### src/rtl/hwe_pkg.sv
// ----------------------------------------------------------------------------
// hwe_pkg: shared types and constants
// Item structs, register indexes and fixed-point constants for the
// Hardy-Weinberg allele frequency estimator.
// ----------------------------------------------------------------------------
package hwe_pkg;

   localparam int MaxSamplesDefault = 1024;
   localparam int ProbBits = 32;
   localparam int FracBits = ProbBits - 1;
   localparam logic [ProbBits-1:0] One = ProbBits'(64'd1 << FracBits);

   localparam logic [1:0] CsrMaxIter = 2'd0;
   localparam logic [1:0] CsrEpsilon = 2'd1;
   localparam logic [1:0] CsrInitFreq = 2'd2;

   typedef struct packed {
      logic        sample_missing;
      logic        sample_haploid;
      logic [31:0] lik_first;
      logic [31:0] lik_het;
      logic [31:0] lik_second;
      logic        last_sample;
   } req_type;

   typedef struct packed {
      logic [31:0] allele_frequency;
      logic [15:0] iterations_used;
      logic        converged;
      logic        no_data;
      logic        degenerate_sample;
   } rsp_type;

   // controller -> datapath
   typedef struct packed {
      logic store;      // write incoming item
      logic clear;      // clear loaded count and flags for new population
      logic em_start;   // begin an EM run
   } cmd_type;

   // datapath -> controller
   typedef struct packed {
      logic em_done;
   } sts_type;

   function automatic logic [31:0] sat_one(input logic [31:0] v);
      sat_one = (v > One) ? One : v;
   endfunction

endpackage

### src/rtl/hwe_ctrl.sv
// ----------------------------------------------------------------------------
// hwe_ctrl: sequencing controller
// Loads samples, launches EM on the last one and issues the result strobe.
// ----------------------------------------------------------------------------
module hwe_ctrl
   import hwe_pkg::*;
(
   input  logic    clock,
   input  logic    reset,
   input  logic    start,
   input  logic    last,
   input  sts_type sts,
   output cmd_type cmd,
   output logic    busy,
   output logic    rsp_valid
);
   typedef enum logic [2:0] {
      S_LOAD = 3'b001,
      S_EM   = 3'b010,
      S_OUT  = 3'b100
   } state_type;

   state_type st_ff, st_in;

   always_comb begin
      st_in = st_ff;
      cmd = '0;
      case (st_ff)
         S_LOAD: begin
            if (start) begin
               cmd.store = 1'b1;
               if (last) begin
                  cmd.em_start = 1'b1;
                  st_in = S_EM;
               end
            end
         end
         S_EM: if (sts.em_done) st_in = S_OUT;
         S_OUT: begin
            cmd.clear = 1'b1;
            st_in = S_LOAD;
         end
         default: st_in = S_LOAD;
      endcase
   end

   always_ff @(posedge clock) begin
      if (reset) st_ff <= S_LOAD;
      else st_ff <= st_in;
   end

   assign busy = (st_ff != S_LOAD);
   assign rsp_valid = (st_ff == S_OUT);
endmodule

### config.mk
export PLATFORM = sky130hd
export DESIGN_NAME = hwe_ctrl
export DESIGN_NICKNAME = d
export VERILOG_FILES = /design/src/rtl/hwe_pkg.sv /design/src/rtl/hwe_ctrl.sv
export SDC_FILE = /design/constraint.sdc
export NUM_CORES = 1
export LEC_CHECK = 0
export BUFFER_PORTS_ARGS = -buffer_cell sky130_fd_sc_hd__buf_2
export CAP_MARGIN = 25
export CORE_AREA = 2 2 39 41
export DETAILED_ROUTE_END_ITERATION = 7
export DIE_AREA = 0 0 41 43
export GPL_TIMING_DRIVEN = 0
export PLACE_DENSITY_LB_ADDON = 0.1
export SKIP_LAST_GASP = 1
export SLEW_MARGIN = 10
export SYNTH_ARGS = -nofsm -noshare
export SYNTH_HDL_FRONTEND = slang
export SYNTH_SLANG_ARGS = --single-unit
export TNS_END_PERCENT = 20
### constraint.sdc
create_clock -name clock -period 1.1 [get_ports clock]
set_input_delay 0.11 -clock clock [delete_from_list [all_inputs] [get_ports clock]]
set_output_delay 0.11 -clock clock [all_outputs]
set_load 0.05 [all_outputs]
==> results of run 1 <==
## final cells by class
type                            instances  area (µm²)  share of cell area
Tap cell                               16        20.0              0.0693
Buffer                                  1        11.3              0.0390
Timing Repair Buffer                   10        62.6               0.216
Multi-Input combinational cell         11         105               0.364
Sequential cell                         3        63.8               0.221
Clock buffer                            4        26.3              0.0909
## logic make-up (layout without fill, tap and decap cells)
kind of cell | count (synthesis) | in the layout | synth area share
flops | 3 | 3 | 0.378
compound gates | 2 | 2 | 0.110
simple gates | 9 | 9 | 0.465
buf+inv | 1 | 15 | 0.0473
## final timing paths
kind	end
min	st_ff[2]$_SDFFE_PP0P_
min reg2reg	st_ff[2]$_SDFFE_PP0P_
max	cmd[0]
max reg2reg	st_ff[0]$_SDFFE_PP1P_
## critical path, cell delays in order, from the launching register on
cell and delay (ps):
dfxtp_2 340, and4bb_4 350, and2_4 150, buf_8 130
## power by group
| part | switching [mW] | total, mW | leakage, nW | internal [mW] |
|---|---|---|---|---|
| clock network | 0.0621 | 0.198 | 0.0150 | 0.136 |
| logic | 0.0452 | 0.0789 | 0.0878 | 0.0337 |
| registers | 0.00560 | 0.119 | 0.0250 | 0.114 |
## per-layer routing
| layer | share of wire | GRT usage | vias to the layer above |
|---|---|---|---|
| met1 | 0.37 | 0.0415 | 67 |
| met2 | 0.49 | 0.0688 | 10 |
| met4 | 0.036 | 0.100 | 0 |
| li1 | - | - | 84 |
| met3 | 0.087 | 0.0157 | 2 |
| met5 | 0 | 0 | - |
## layout by cell type (no fill, tap or decap)
cell type and instances:
a2bb2oi_1 1, and2_4 1, and4bb_4 1, buf_2 8
buf_4 1, buf_6 1, buf_8 1, clkbuf_1 1
clkbuf_4 3, dfxtp_2 3, nand2_1 1, nor2_1 1
nor2b_1 1, nor3b_2 1, nor3b_4 1, o2bb2ai_1 1
or2_2 1, or3b_4 1
## what timing repair did
action                                  in CTS  in global routing
gates resized for setup                      2                  2
buffers inserted                             0                  1
endpoints found under the setup margin       5                  7
pin swaps                                    0                  1
==> impl_metrics.tcl, run 1 <==
set metrics [dict create \
    status "finished with violations" \
    violations "negative setup slack" \
    rsz0062_at_grt "true" \
    layout.nets 35 \
    cts_sinks 3 \
    power_uw 397 \
    placementRows 14 \
    hp-class "input port to register" \
    startpoint "st_ff[1]$_SDFFE_PP0P_" \
    avgSynthCellArea_um2 10.6 \
    syn_area_um2 159 \
    finalClockSkew_ps 3.41 \
    holdPathStages 2 \
    synth-edff-count 0 \
    synth.area.top_cells "dfxtp_1 38%, and4bb_4 10%, nor3b_2 7.9%" \
    synth_flop_cell "dfxtp_1" \
    avgRoutedWirePerCell_um 8.67 \
    final_core_util 0.209 \
    fin_ws_ps -214 \
    netlist_instances 15 \
    synth_top_area_share 0.378 \
    synth_cell_type_count 13 \
    final_antenna_net_count 0 \
    die-area_mm2 0.00176 \
    crit_required_ps 990 \
    cts_hold_buf 0 \
    drc 0 \
    setup_tns_ps -642 \
    p_leak_nw 0.128 \
    fillers 155 \
    synthToLayoutAreaGrowth_pct 81.9 \
    ir_worst_vdd_mv 0.413 \
    grt_pass1_wl_um 510 \
    fin_crit_ps 1310 \
    critPathLaunchType "register" \
    crit_path_max_fanout 4 \
    ys_ff_latch 3 \
    fmax_mhz 761 \
    cts_max_path_buffers 2 \
    gp_congestion 0.560 \
    drv_slew 0 \
    largest_reg_flops 3 \
    place_area_um2 244 \
    r2r-start "st_ff[1]$_SDFFE_PP0P_" \
    port_buffers 9 \
    final_cells 45 \
    hpwlAfterDp_um 294 \
    initial_utilization 0.115 \
    finalHoldViolCount 0 \
    grt_pass1_vias 149 \
    numCtsBuffers 3 \
    core_area_mm2 0.00138 \
    cts_htree_levels 1 \
    antenna_found_initial 0 \
    arrival_ps 1200 \
    firstDrtPassIters 2 \
    first_iter_violations 4 \
    dp_slack_ps -66.2 \
    dp_cells 40 \
    clkSlewWorstSetupHoldPaths_ps 40 \
    layout_top_registers "st_ff x3" \
    finalCritPeriodShare 1.19 \
    die_w_um 41 \
    tightest_slew_ps 248 \
    gr-total-overflow 0 \
    grt_max_degree 5 \
    routed_wl_um 390 \
    hp-start "reset" \
    yosys.area.top_type "dfxtp_1" \
    syn-num-nets 20 \
    cp-end-kind "output port" \
    clock_latency_ps 240 \
    drive_gt1_frac 0.793 \
    grtUsageTotal 0.0531 \
    whs_ps 75.0 \
    cellPowerDensity_mw_per_mm2 1370 \
    design_area_um2 289 \
    die_h_um 43 \
    antennaDiodeCount 0 \
    yosys_warnings 0 \
    r2r_slack_ps 70 \
    ys_seq_area_frac 0.378 \
    regMostFlops "st_ff" \
    worst-r2r-cell-count 2 \
    async_flop_share 0 \
    cts_tree "built" \
    vias 163 \
    final-setup-viol-count 4 \
    cts-root-buf "clkbuf_4" \
    maxCapViolations 0 \
    slew-limit-headroom 0.836 \
    path_class "register to output port" \
    avgViaCountPerCell 3.62 \
    io_pins 10 \
    yosysMostFrequentCell "dfxtp_1" \
]
(Power assumes the default switching activity.)
==> run 2, diff against run 1 <==
clock period = 1.37 ns   (was 1.1 ns; I/O delays follow)
==> run 2 against run 1 <==
Against the previous run: the flow now finishes without violations; clock-buffer cell count did not move; clock power fell by 23%; critical path depth did not move.
==> impl_metrics.tcl, run 2 (same netlist as run 1, synthesis figures left out) <==
set metrics [dict create \
    cts_tree "built" \
    grtUsageTotal 0.0583 \
    final-setup-viol-count 0 \
    routed_wl_um 347 \
    p_leak_nw 0.122 \
    timing.rr.end "st_ff[0]$_SDFFE_PP1P_" \
    antenna_found_initial 0 \
    design_area_um2 277 \
    r2r_slack_ps 360 \
    finalHoldViolCount 0 \
    final_core_util 0.200 \
    cts_hold_buf 0 \
    holdPathStages 2 \
    regMostFlops "st_ff" \
    numCtsBuffers 3 \
    layout_top_registers "st_ff x3" \
    placementRows 14 \
    die-area_mm2 0.00176 \
    slew-limit-headroom 0.834 \
    vias 146 \
    path_cells "and4bb_4 > and2_4 > buf_8" \
    antennaDiodeCount 0 \
    io_pins 10 \
    grt_pass1_wl_um 517 \
    layout.nets 34 \
    clock_latency_ps 230 \
    largest_reg_flops 3 \
    synthToLayoutAreaGrowth_pct 74.0 \
    die_h_um 43 \
    setup_tns_ps 0 \
    worst-r2r-cell-count 2 \
    power_uw 308 \
    cts-root-buf "clkbuf_4" \
    critPathLaunchType "register" \
    hp-class "input port to register" \
    final_cells 44 \
    layout_commonest_cell "buf_2" \
    avgViaCountPerCell 3.32 \
    first_iter_violations 1 \
    port_buffers 9 \
    cts_sinks 3 \
    critPathBufInv 1 \
    cellPowerDensity_mw_per_mm2 1120 \
    initial_utilization 0.115 \
    die_w_um 41 \
    avgRoutedWirePerCell_um 7.89 \
    drv_slew 0 \
    clkSlewWorstSetupHoldPaths_ps 40 \
    path_depth 3 \
    firstDrtPassIters 2 \
    cp-endpoint "cmd[0]" \
    drc 0 \
    grt_pass1_vias 141 \
    fin_crit_ps 1340 \
    finalClockSkew_ps 0.608 \
    cts_htree_levels 1 \
    finalCritPeriodShare 0.976 \
    startpoint "st_ff[1]$_SDFFE_PP0P_" \
    rsz0062_at_grt "true" \
    mostFrequentLayoutCells "8 x buf_2, 3 x clkbuf_4, 2 x dfxtp_2" \
    path_class "register to output port" \
    grt_max_degree 5 \
    crit_path_max_fanout 4 \
    drive_gt1_frac 0.750 \
    post_cts.repair.setup_buffers 0 \
    crit_required_ps 1230 \
    fmax_mhz 748 \
    crit_path_top_delay_cell "and4bb_4" \
    ir_worst_vdd_mv 0.211 \
    gr-total-overflow 0 \
    gp_congestion 0.566 \
    fillers 158 \
    cp_top_family "simple AND/OR/NAND/NOR gates" \
    cts_max_path_buffers 2 \
    place_area_um2 235 \
    tightest_slew_ps 250 \
    arrival_ps 1200 \
    final_antenna_net_count 0 \
    core_area_mm2 0.00138 \
    cp-end-kind "output port" \
    critPathMaxStageDelay_ps 350 \
    status "finished, final reports clean" \
    dp_cells 40 \
    r2r-start "st_ff[1]$_SDFFE_PP0P_" \
    maxCapViolations 0 \
]
-- run 2: final cells by class --
type	instances	area, µm²	area share
timing repair buffer	9	55.1	0.199
clock buffer	4	26.3	0.0950
sequential	3	62.6	0.226
buffer	1	7.51	0.0271
multi-input combinational	11	105	0.380
tap	16	20.0	0.0724
-- run 2: power by group --
| part | switching [mW] | total (mW) | internal, mW | leakage, nW |
|---|---|---|---|---|
| clock | 0.0441 | 0.153 | 0.109 | 0.0150 |
| sequential | 0.00383 | 0.0952 | 0.0913 | 0.0245 |
| combinational | 0.0358 | 0.0602 | 0.0243 | 0.0821 |
| total | 0.0837 | 0.308 | 0.225 | 0.122 |
-- run 2: worst min-delay path by stage --
stage,start,to,slack [ps]
2_1_floorplan,reset,st_ff[2]$_SDFFE_PP0P_,210
3_3_place_gp,reset,st_ff[2]$_SDFFE_PP0P_,350
3_5_place_dp,reset,st_ff[2]$_SDFFE_PP0P_,360
4_1_cts,reset,st_ff[2]$_SDFFE_PP0P_,110
5_1_grt,reset,st_ff[2]$_SDFFE_PP0P_,110
6_report,reset,st_ff[2]$_SDFFE_PP0P_,120
-- run 2: what timing repair did --
item	CTS	global route
pin swaps	0	1
cloned	0	0
gates resized for setup	3	3
hold endpoints to repair	0	0
endpoints found under the setup margin	1	1
-- run 2: per-layer routing --
layer | wire length, µm | vias to the layer above | track usage
met5 | 0 | - | 0
met4 | 0 | 0 | 0.120
met3 | 25 | 0 | 0.0471
met2 | 179 | 6 | 0.0531
met1 | 142 | 62 | 0.0452
li1 | - | 78 | -
-- run 2: metrics by stage --
step           worst slack, ps  hold WS [ps]
6_report                  32.3           118
5_1_grt                  -15.5           114
4_1_cts                   10.5           111
3_5_place_dp               188           360
3_3_place_gp               187           354
2_1_floorplan             1.21           207
